### config.mk
export PLATFORM = sky130hd
export DESIGN_NAME = md5_message_digest_unit
export DESIGN_NICKNAME = d
export VERILOG_FILES = /design/src/hw/rtl/md5u_pkg.sv /design/src/hw/rtl/md5_message_digest_unit.sv
export VERILOG_INCLUDE_DIRS = /design/src /design/src/hw/rtl
export SDC_FILE = /design/constraint.sdc
export NUM_CORES = 2
export LEC_CHECK = 0
export BUFFER_PORTS_ARGS = -buffer_cell sky130_fd_sc_hd__buf_2
export CAP_MARGIN = 10
export CORE_MARGIN = 2
export CORE_UTILIZATION = 30
export DETAILED_ROUTE_END_ITERATION = 12
export GPL_TIMING_DRIVEN = 0
export PLACE_DENSITY_LB_ADDON = 0.3
export SETUP_SLACK_MARGIN = 0.05
export SLEW_MARGIN = 30
export SYNTH_ARGS = -nofsm -noshare
export SYNTH_HDL_FRONTEND = slang
export SYNTH_SLANG_ARGS = --single-unit
### constraint.sdc
create_clock -name i_clk -period 10.7 [get_ports i_clk]
set_input_delay 0 -clock i_clk [delete_from_list [all_inputs] [get_ports i_clk]]
set_output_delay 0 -clock i_clk [all_outputs]
set_load 0.05 [all_outputs]
### src/hw/rtl/md5_message_digest_unit_assert.svh
// Assertion macros for the digest unit; clocked on i_clk, off during reset.
`ifndef MD5_MESSAGE_DIGEST_UNIT_ASSERT_SVH
`define MD5_MESSAGE_DIGEST_UNIT_ASSERT_SVH

`define MD5U_CHECK_NOW(lbl, ante, cons, msg) \
    lbl: assert property (@(posedge i_clk) disable iff (!i_rst_n) (ante) |-> (cons)) \
        else $error(msg);

`define MD5U_CHECK_NEXT(lbl, ante, cons, msg) \
    lbl: assert property (@(posedge i_clk) disable iff (!i_rst_n) (ante) |=> (cons)) \
        else $error(msg);

`endif

### src/hw/rtl/md5u_pkg.sv
package md5u_pkg;

    typedef struct packed {
        logic [7:0] data_byte;
        logic       byte_valid;
        logic       end_of_message;
    } t_md5u_in;

    typedef struct packed {
        logic [31:0] digest_word;
        logic [1:0]  word_index;
        logic        last_word;
    } t_md5u_out;

    typedef enum logic [2:0] {
        ST_IDLE,
        ST_LOAD,
        ST_ROUND,
        ST_FOLD,
        ST_OUT
    } t_state;

    typedef enum logic [1:0] {
        BLK_DATA,
        BLK_PAD,
        BLK_PAD_LEN,
        BLK_LEN
    } t_blk_kind;

    localparam int unsigned BLOCK_WORDS = 16;
    localparam int unsigned WORD_ADDR_W = $clog2(BLOCK_WORDS);

    localparam logic [31:0] IV0 = 32'h67452301;
    localparam logic [31:0] IV1 = 32'hefcdab89;
    localparam logic [31:0] IV2 = 32'h98badcfe;
    localparam logic [31:0] IV3 = 32'h10325476;

    localparam logic [7:0] PAD_MARK = 8'h80;
    localparam logic [5:0] LAST_PAD_POS = 6'd55;
    localparam logic [5:0] LAST_BYTE_POS = 6'd63;
    localparam logic [3:0] LEN_LO_WORD = 4'd14;
    localparam logic [3:0] LEN_HI_WORD = 4'd15;

    localparam logic [31:0] K_ADD [64] = '{
        32'hd76aa478, 32'he8c7b756, 32'h242070db, 32'hc1bdceee,
        32'hf57c0faf, 32'h4787c62a, 32'ha8304613, 32'hfd469501,
        32'h698098d8, 32'h8b44f7af, 32'hffff5bb1, 32'h895cd7be,
        32'h6b901122, 32'hfd987193, 32'ha679438e, 32'h49b40821,
        32'hf61e2562, 32'hc040b340, 32'h265e5a51, 32'he9b6c7aa,
        32'hd62f105d, 32'h02441453, 32'hd8a1e681, 32'he7d3fbc8,
        32'h21e1cde6, 32'hc33707d6, 32'hf4d50d87, 32'h455a14ed,
        32'ha9e3e905, 32'hfcefa3f8, 32'h676f02d9, 32'h8d2a4c8a,
        32'hfffa3942, 32'h8771f681, 32'h6d9d6122, 32'hfde5380c,
        32'ha4beea44, 32'h4bdecfa9, 32'hf6bb4b60, 32'hbebfbc70,
        32'h289b7ec6, 32'heaa127fa, 32'hd4ef3085, 32'h04881d05,
        32'hd9d4d039, 32'he6db99e5, 32'h1fa27cf8, 32'hc4ac5665,
        32'hf4292244, 32'h432aff97, 32'hab9423a7, 32'hfc93a039,
        32'h655b59c3, 32'h8f0ccc92, 32'hffeff47d, 32'h85845dd1,
        32'h6fa87e4f, 32'hfe2ce6e0, 32'ha3014314, 32'h4e0811a1,
        32'hf7537e82, 32'hbd3af235, 32'h2ad7d2bb, 32'heb86d391
    };

    localparam logic [4:0] K_ROT [16] = '{
        5'd7, 5'd12, 5'd17, 5'd22, 5'd5, 5'd9, 5'd14, 5'd20,
        5'd4, 5'd11, 5'd16, 5'd23, 5'd6, 5'd10, 5'd15, 5'd21
    };

    function automatic logic [3:0] msg_index(input logic [5:0] rnd);
        logic [3:0] res;
        unique case (rnd[5:4])
            2'd0: res = rnd[3:0];
            2'd1: res = 4'(rnd[3:0] * 4'd5 + 4'd1);
            2'd2: res = 4'(rnd[3:0] * 4'd3 + 4'd5);
            default: res = 4'(rnd[3:0] * 4'd7);
        endcase
        return res;
    endfunction

    function automatic logic [31:0] round_fn(input logic [1:0] quarter,
                                             input logic [31:0] b,
                                             input logic [31:0] c,
                                             input logic [31:0] d);
        logic [31:0] res;
        unique case (quarter)
            2'd0: res = (b & c) | (~b & d);
            2'd1: res = (b & d) | (c & ~d);
            2'd2: res = b ^ c ^ d;
            default: res = c ^ (b | ~d);
        endcase
        return res;
    endfunction

    function automatic logic [31:0] rotl32(input logic [31:0] x, input logic [4:0] s);
        logic [63:0] dbl;
        dbl = {x, x} << s;
        return dbl[63:32];
    endfunction

endpackage

### src/hw/rtl/md5_message_digest_unit.sv
// MD5 digest unit. Message bytes enter one byte per cycle on the input channel
// while it is ready, and are stored in a 16 x 32-bit block memory with a
// registered read port. The byte that completes a 64-byte block, and every
// end-of-message input, starts a compression: a load of the chaining value, the
// rounds through the single round unit (one round per cycle, fed from the block
// memory), and a fold of the result. The input is not ready meanwhile.
// At end of message the padding and bit length are applied as the memory is
// read; a further block, holding only the length, follows when the pad mark
// lands past byte 55. The digest then leaves as four 32-bit words, word 0 first,
// each word holding four digest bytes least significant first; the unit returns
// to the initial chaining value after the fourth word is taken. The block memory
// needs no clearing after reset.
module md5_message_digest_unit (
    input  logic                 i_clk,
    input  logic                 i_rst_n,
    input  logic                 i_in_valid,
    output logic                 o_in_ready,
    input  md5u_pkg::t_md5u_in   i_in_data,
    output logic                 o_out_valid,
    input  logic                 i_out_ready,
    output md5u_pkg::t_md5u_out  o_out_data
);

    `include "md5_message_digest_unit_assert.svh"

    md5u_pkg::t_state    r_state, n_state;
    md5u_pkg::t_blk_kind r_kind, n_kind;
    logic                r_eom, n_eom;
    logic [5:0]          r_fill, n_fill;
    logic [63:0]         r_bits, n_bits;
    logic [5:0]          r_rnd, n_rnd;
    logic [1:0]          r_widx, n_widx;
    logic [31:0]         r_cv [4];
    logic [31:0]         n_cv [4];
    logic [31:0]         r_a, r_b, r_c, r_d;
    logic [31:0]         n_a, n_b, n_c, n_d;

    logic [31:0] r_mem [md5u_pkg::BLOCK_WORDS];
    logic [31:0] r_rdata;
    logic [md5u_pkg::WORD_ADDR_W-1:0] r_rd_g;
    logic [md5u_pkg::WORD_ADDR_W-1:0] rd_addr;

    logic        in_acc;
    logic [5:0]  fill_nx;
    logic [31:0] w_word;
    logic [31:0] rnd_sum;
    logic [5:0]  pos;

    assign o_in_ready  = (r_state == md5u_pkg::ST_IDLE);
    assign in_acc      = i_in_valid && o_in_ready;
    assign o_out_valid = (r_state == md5u_pkg::ST_OUT);

    always_comb begin
        o_out_data.digest_word = r_cv[r_widx];
        o_out_data.word_index  = r_widx;
        o_out_data.last_word   = (r_widx == 2'd3);
    end

    always_comb begin
        rd_addr = (r_state == md5u_pkg::ST_ROUND) ? md5u_pkg::msg_index(r_rnd + 6'd1)
                                                  : md5u_pkg::msg_index(6'd0);
    end

    always_ff @(posedge i_clk) begin
        if (in_acc && i_in_data.byte_valid) begin
            r_mem[r_fill[5:2]][{r_fill[1:0], 3'b000} +: 8] <= i_in_data.data_byte;
        end
        r_rdata <= r_mem[rd_addr];
        r_rd_g  <= rd_addr;
    end

    // mask in pad mark, zeros and length on the fly
    always_comb begin
        w_word = r_rdata;
        pos    = 6'd0;
        for (int j = 0; j < 4; j++) begin
            pos = {r_rd_g, 2'(j)};
            if (r_kind == md5u_pkg::BLK_DATA) begin
                w_word[8*j +: 8] = r_rdata[8*j +: 8];
            end else if (r_kind != md5u_pkg::BLK_LEN && pos < r_fill) begin
                w_word[8*j +: 8] = r_rdata[8*j +: 8];
            end else if (r_kind != md5u_pkg::BLK_LEN && pos == r_fill) begin
                w_word[8*j +: 8] = md5u_pkg::PAD_MARK;
            end else begin
                w_word[8*j +: 8] = 8'h00;
            end
        end
        if (r_kind == md5u_pkg::BLK_PAD_LEN || r_kind == md5u_pkg::BLK_LEN) begin
            if (r_rd_g == md5u_pkg::LEN_LO_WORD) begin
                w_word = r_bits[31:0];
            end else if (r_rd_g == md5u_pkg::LEN_HI_WORD) begin
                w_word = r_bits[63:32];
            end
        end
    end

    assign rnd_sum = r_a + md5u_pkg::round_fn(r_rnd[5:4], r_b, r_c, r_d) + w_word
                   + md5u_pkg::K_ADD[r_rnd];

    always_comb begin
        n_state = r_state;
        n_kind  = r_kind;
        n_eom   = r_eom;
        n_fill  = r_fill;
        n_bits  = r_bits;
        n_rnd   = r_rnd;
        n_widx  = r_widx;
        n_cv    = r_cv;
        n_a     = r_a;
        n_b     = r_b;
        n_c     = r_c;
        n_d     = r_d;
        fill_nx = i_in_data.byte_valid ? r_fill + 6'd1 : r_fill;
        unique case (r_state)
            md5u_pkg::ST_IDLE: begin
                if (in_acc) begin
                    n_fill = fill_nx;
                    n_eom  = i_in_data.end_of_message;
                    if (i_in_data.byte_valid) begin
                        n_bits = r_bits + 64'd8;
                    end
                    if (i_in_data.byte_valid && r_fill == md5u_pkg::LAST_BYTE_POS) begin
                        n_kind  = md5u_pkg::BLK_DATA;
                        n_state = md5u_pkg::ST_LOAD;
                    end else if (i_in_data.end_of_message) begin
                        n_kind  = (fill_nx <= md5u_pkg::LAST_PAD_POS) ? md5u_pkg::BLK_PAD_LEN
                                                                      : md5u_pkg::BLK_PAD;
                        n_state = md5u_pkg::ST_LOAD;
                    end
                end
            end
            md5u_pkg::ST_LOAD: begin
                n_a     = r_cv[0];
                n_b     = r_cv[1];
                n_c     = r_cv[2];
                n_d     = r_cv[3];
                n_rnd   = 6'd0;
                n_state = md5u_pkg::ST_ROUND;
            end
            md5u_pkg::ST_ROUND: begin
                n_a   = r_d;
                n_d   = r_c;
                n_c   = r_b;
                n_b   = r_b + md5u_pkg::rotl32(rnd_sum,
                                               md5u_pkg::K_ROT[{r_rnd[5:4], r_rnd[1:0]}]);
                n_rnd = r_rnd + 6'd1;
                if (r_rnd == 6'd63) begin
                    n_state = md5u_pkg::ST_FOLD;
                end
            end
            md5u_pkg::ST_FOLD: begin
                n_cv[0] = r_cv[0] + r_a;
                n_cv[1] = r_cv[1] + r_b;
                n_cv[2] = r_cv[2] + r_c;
                n_cv[3] = r_cv[3] + r_d;
                unique case (r_kind)
                    md5u_pkg::BLK_DATA: begin
                        if (r_eom) begin
                            n_kind  = md5u_pkg::BLK_PAD_LEN;
                            n_state = md5u_pkg::ST_LOAD;
                        end else begin
                            n_state = md5u_pkg::ST_IDLE;
                        end
                    end
                    md5u_pkg::BLK_PAD: begin
                        n_kind  = md5u_pkg::BLK_LEN;
                        n_state = md5u_pkg::ST_LOAD;
                    end
                    default: begin
                        n_widx  = 2'd0;
                        n_state = md5u_pkg::ST_OUT;
                    end
                endcase
            end
            md5u_pkg::ST_OUT: begin
                if (i_out_ready) begin
                    n_widx = r_widx + 2'd1;
                    if (r_widx == 2'd3) begin
                        n_cv[0] = md5u_pkg::IV0;
                        n_cv[1] = md5u_pkg::IV1;
                        n_cv[2] = md5u_pkg::IV2;
                        n_cv[3] = md5u_pkg::IV3;
                        n_bits  = 64'd0;
                        n_fill  = 6'd0;
                        n_eom   = 1'b0;
                        n_state = md5u_pkg::ST_IDLE;
                    end
                end
            end
            default: begin
                n_state = md5u_pkg::ST_IDLE;
            end
        endcase
    end

    always_ff @(posedge i_clk) begin
        if (!i_rst_n) begin
            r_state <= md5u_pkg::ST_IDLE;
        end else begin
            r_state <= n_state;
        end
    end

    always_ff @(posedge i_clk) begin
        if (!i_rst_n) begin
            r_kind  <= md5u_pkg::BLK_DATA;
            r_eom   <= 1'b0;
            r_fill  <= 6'd0;
            r_bits  <= 64'd0;
            r_rnd   <= 6'd0;
            r_widx  <= 2'd0;
            r_cv[0] <= md5u_pkg::IV0;
            r_cv[1] <= md5u_pkg::IV1;
            r_cv[2] <= md5u_pkg::IV2;
            r_cv[3] <= md5u_pkg::IV3;
        end else begin
            r_kind <= n_kind;
            r_eom  <= n_eom;
            r_fill <= n_fill;
            r_bits <= n_bits;
            r_rnd  <= n_rnd;
            r_widx <= n_widx;
            r_cv   <= n_cv;
        end
    end

    always_ff @(posedge i_clk) begin
        r_a <= n_a;
        r_b <= n_b;
        r_c <= n_c;
        r_d <= n_d;
    end

    `MD5U_CHECK_NEXT(a_round_end, r_state == md5u_pkg::ST_ROUND && r_rnd == 6'd63,
        r_state == md5u_pkg::ST_FOLD, "round sequence did not end in fold")
    `MD5U_CHECK_NEXT(a_len_block, r_state == md5u_pkg::ST_FOLD && r_kind == md5u_pkg::BLK_PAD,
        r_state == md5u_pkg::ST_LOAD && r_kind == md5u_pkg::BLK_LEN, "length block missed")
    `MD5U_CHECK_NEXT(a_block_start,
        in_acc && (i_in_data.end_of_message
                   || (i_in_data.byte_valid && r_fill == md5u_pkg::LAST_BYTE_POS)),
        r_state == md5u_pkg::ST_LOAD, "compression not started")
    `MD5U_CHECK_NEXT(a_restart, o_out_valid && i_out_ready && o_out_data.last_word,
        o_in_ready && r_fill == 6'd0 && r_bits == 64'd0 && r_cv[0] == md5u_pkg::IV0,
        "state not reinitialized after digest")
    `MD5U_CHECK_NOW(a_one_side, o_out_valid, !o_in_ready, "input open while digest pending")

endmodule
==> run_results.csv <==
group,metric,value,unit
status,status,"finished, final reports clean",
routing,drc_errors,0,
timing,slew_headroom,24.1,%
logic_synthesis,synth_largest_area_cell,"edfxtp_1",
clock_network,clock-root-buffer,"clkbuf_16",
logic_synthesis,synth.top_cells.by_count,"nand2_1, edfxtp_1, nor2_1, o21ai_0, a21oi_1",
routing,wirelength,218,mm
logic_synthesis,ys_seq_area_share,44.5,%
timing,fin_skew,0.0509,ns
worst_setup_path,r2r-start,"r_rnd[0]",
routing,drtIter0Drc,5775,
timing,finalHoldViolations,0,
final_layout,final_net_count,6360,
logic_synthesis,synth_edf_count,640,
worst_setup_path,end_kind,"flip-flop",
timing,finalSetupViolCount,0,
logic_synthesis,synthesis.area,54300,um^2
clock_network,cts.htree.levels,3,
timing,post-route-period-util,99.9,%
floorplan,num_rows,156,
routing,wl_per_cell,25.7,um
grt,grt_max_degree,51,
routing,vias,48000,
floorplan,die_area,184000,um^2
logic_synthesis,syn_area_per_cell,9.22,um^2
worst_hold_path,min_to,"r_mem[8][0]",
worst_setup_path,reg2reg_slack,0.007,ns
worst_setup_path,crit_type,"reg -> reg",
routing,dr.pass1.iters,6,
logic_synthesis,ys_warn_count,0,
logic_synthesis,syn-num-nets,6207,
worst_setup_path,r2r-end,"r_b[31]",
clock_network,cts_buffers,95,
final_layout,drive_gt1_share,7.03,%
grt,grt_pass1_wl,313,mm
placement,place.gp.congestion,0.999,
logic_synthesis,synth.distinct_cells,93,
logic_synthesis,synth.top_cell.area_share,35.4,%
worst_hold_path,holdCritPathClass,"in -> reg",
worst_setup_path,critPathMostFrequentCell,"a21oi_1",
grt,grt.total_usage,22.9,%
routing,final_antenna_net_count,0,
final_layout,syn_to_final_growth,12.4,%
logic_synthesis,syn_inst,5888,
timing,rsz0062_at_grt,"no",
worst_setup_path,critPathArrivalTime,11.09,ns
clock_network,clkSinkCount,885,
routing,vias_per_cell,5.65,
floorplan,initial_utilization,30.1,%
logic_synthesis,synth.most_common_cell,"nand2_1",
worst_setup_path,crit_path_top_delay_cell,"fa_1",
floorplan,core,180000,um^2
worst_setup_path,critPathMaxStageDelay,0.58,ns
placement,post-dp-hpwl,166,mm
logic_synthesis,synthTopCellsByArea,"edfxtp_1, dfxtp_1, nand2_1, ha_1, o21ai_0",
clock_network,clk_path_buf_depth,3,
grt,grt_overflow_total,0,
clock_network,path_clk_slew,0.07,ns
worst_hold_path,hold_path_depth,2,
floorplan,io_pins,51,
logic_synthesis,synthFlopType,"edfxtp_1",
placement,portBuffers,48,
timing,fmax,0.0935,GHz
timing,maxSlewViolCount,0,
timing,fin_setup_tns,0,ns
worst_hold_path,hp-start,"i_in_data[2]",
logic_synthesis,synth-seq-cells,885,
worst_setup_path,critical_path_required,11.10,ns
clock_network,tritoncts,"done",
floorplan,fp.dieH,429,um
timing,tightest_slew,1.11,ns
grt,grt_pass1_vias,45000,
logic_synthesis,async_flop_share,0,%
timing,fin_crit,10.69,ns
clock_network,clock_latency,0.72,ns
worst_setup_path,reg2regPathDepth,35,
grt,antenna_found_initial,8,
run,maxCapViolCount,0,
floorplan,die_w,429,um
worst_setup_path,startpoint_type,"flip-flop",
worst_setup_path,worstPathMaxFanout,16,
==> cell families (layout without fill, tap and decap cells) <==
| kind of cell | Yosys count | count (layout) | share of synthesized area, % |
|---|---|---|---|
| compound gates | 1419 | 1419 | 17.0 |
| fa+ha+maj | 306 | 306 | 8.06 |
| flops | 885 | 885 | 44.5 |
| xor+xnor | 241 | 241 | 3.93 |
| other cells | 0 | 4 | 0 |
| simple gates | 2309 | 2309 | 18.6 |
| mux | 163 | 163 | 4.00 |
| buf+inv | 565 | 796 | 4.00 |
==> sequential cells by signal (all words and copies together), names as in the netlist <==
register  flops
r_cv        128
r_fill        6
r_d          32
r_c          32
r_rd_g        4
r_bits       61
r_eom         1
r_state       3
r_b          32
r_rnd         6
r_widx        2
r_kind        2
r_mem       512
r_rdata      32
r_a          32
==> final cells by class <==
cell class | instances | area (um^2)
repair buffers | 59 | 400
plain buffers | 337 | 1370
inverters | 225 | 856
fillers | 18600 | 119000
well taps | 2370 | 2970
clock inverters | 54 | 532
diodes | 4 | 10.0
clock buffers | 121 | 2550
multi-input cells | 4438 | 28200
flip-flops and latches | 885 | 24100
==> repair_timing <==
item,4_1_cts,5_1_grt
endpoints found under the hold margin,34,0
pin swaps,0,2
setup endpoints to repair,18,13
hold buffers,7,0
gates resized for setup,31,42
buffers inserted,0,1
==> placed cells by master, fill, tap and decap left out, types with 88 or more instances in the layout <==
cell type / instances
buf_2: 88
nand2_1: 1186
dfxtp_1: 242
nor2_1: 426
clkbuf_1: 256
xnor2_1: 163
nor3_1: 88
ha_1: 231
and3_1: 100
clkbuf_16: 96
inv_1: 215
a31oi_1: 96
a21oi_1: 309
mux2i_1: 97
edfxtp_1: 640
o21ai_0: 336
nand3_1: 226
==> metal layers <==
layer | wire (um) | track usage (%) | vias to the layer above | part of all wire, %
met3 | 18000 | 4.02 | 519 | 8.3
met4 | 11500 | 10.5 | 4 | 5.3
met1 | 89100 | 29.8 | 23500 | 41
li1 | - | - | 21600 | -
met2 | 99300 | 37.0 | 2342 | 46
met5 | 34 | 0 | - | 0.016
==> metrics by stage <==
stage / area [um^2] / instances / worst slack, ns / util, % / hold WS (ns)
after floorplan: 54300 / 5888 / 2.00 / - / 0.157
after global placement: 57500 / 8306 / -1.90 / 31.9 / 0.382
after detailed placement: 57600 / 8309 / -1.62 / 32.0 / 0.388
after CTS: 60800 / 8489 / 0.0551 / 33.8 / 0.00569
after global routing: 61000 / 8489 / 0.0505 / 33.8 / 0.0590
final: 61000 / 8493 / 0.00747 / 33.9 / 0.0568
==> how the worst max path moves through the flow <==
| stage | from | endpoint | slack, ns | depth (start not counted) |
|---|---|---|---|---|
| after floorplan | r_rnd[2] | r_b[31] | 2.00 | 36 |
| after global placement | r_rnd[2] | r_b[31] | -1.90 | 34 |
| after detailed placement | r_rnd[1] | r_b[31] | -1.62 | 36 |
| after CTS | r_rnd[3] | r_b[20] | 0.06 | 35 |
| after global routing | r_rnd[3] | r_b[26] | 0.05 | 35 |
| final | r_rnd[0] | r_b[31] | 0.007 | 35 |
==> worst max-delay path: cells and delay by family (launching register included) <==
family,cells,cell delay (ns)
multiplexers,1,0.27
XOR/XNOR,1,0.21
flip-flops,1,0.43
AO/OA/AOI/OAI,20,5.22
adder cells (fa/ha/maj),5,2.28
AND/OR/NAND/NOR,4,0.81
buffers and inverters,4,1.14
Power is not shown: default switching activity piles up to over one toggle a cycle in this logic, so the estimate is an artifact.
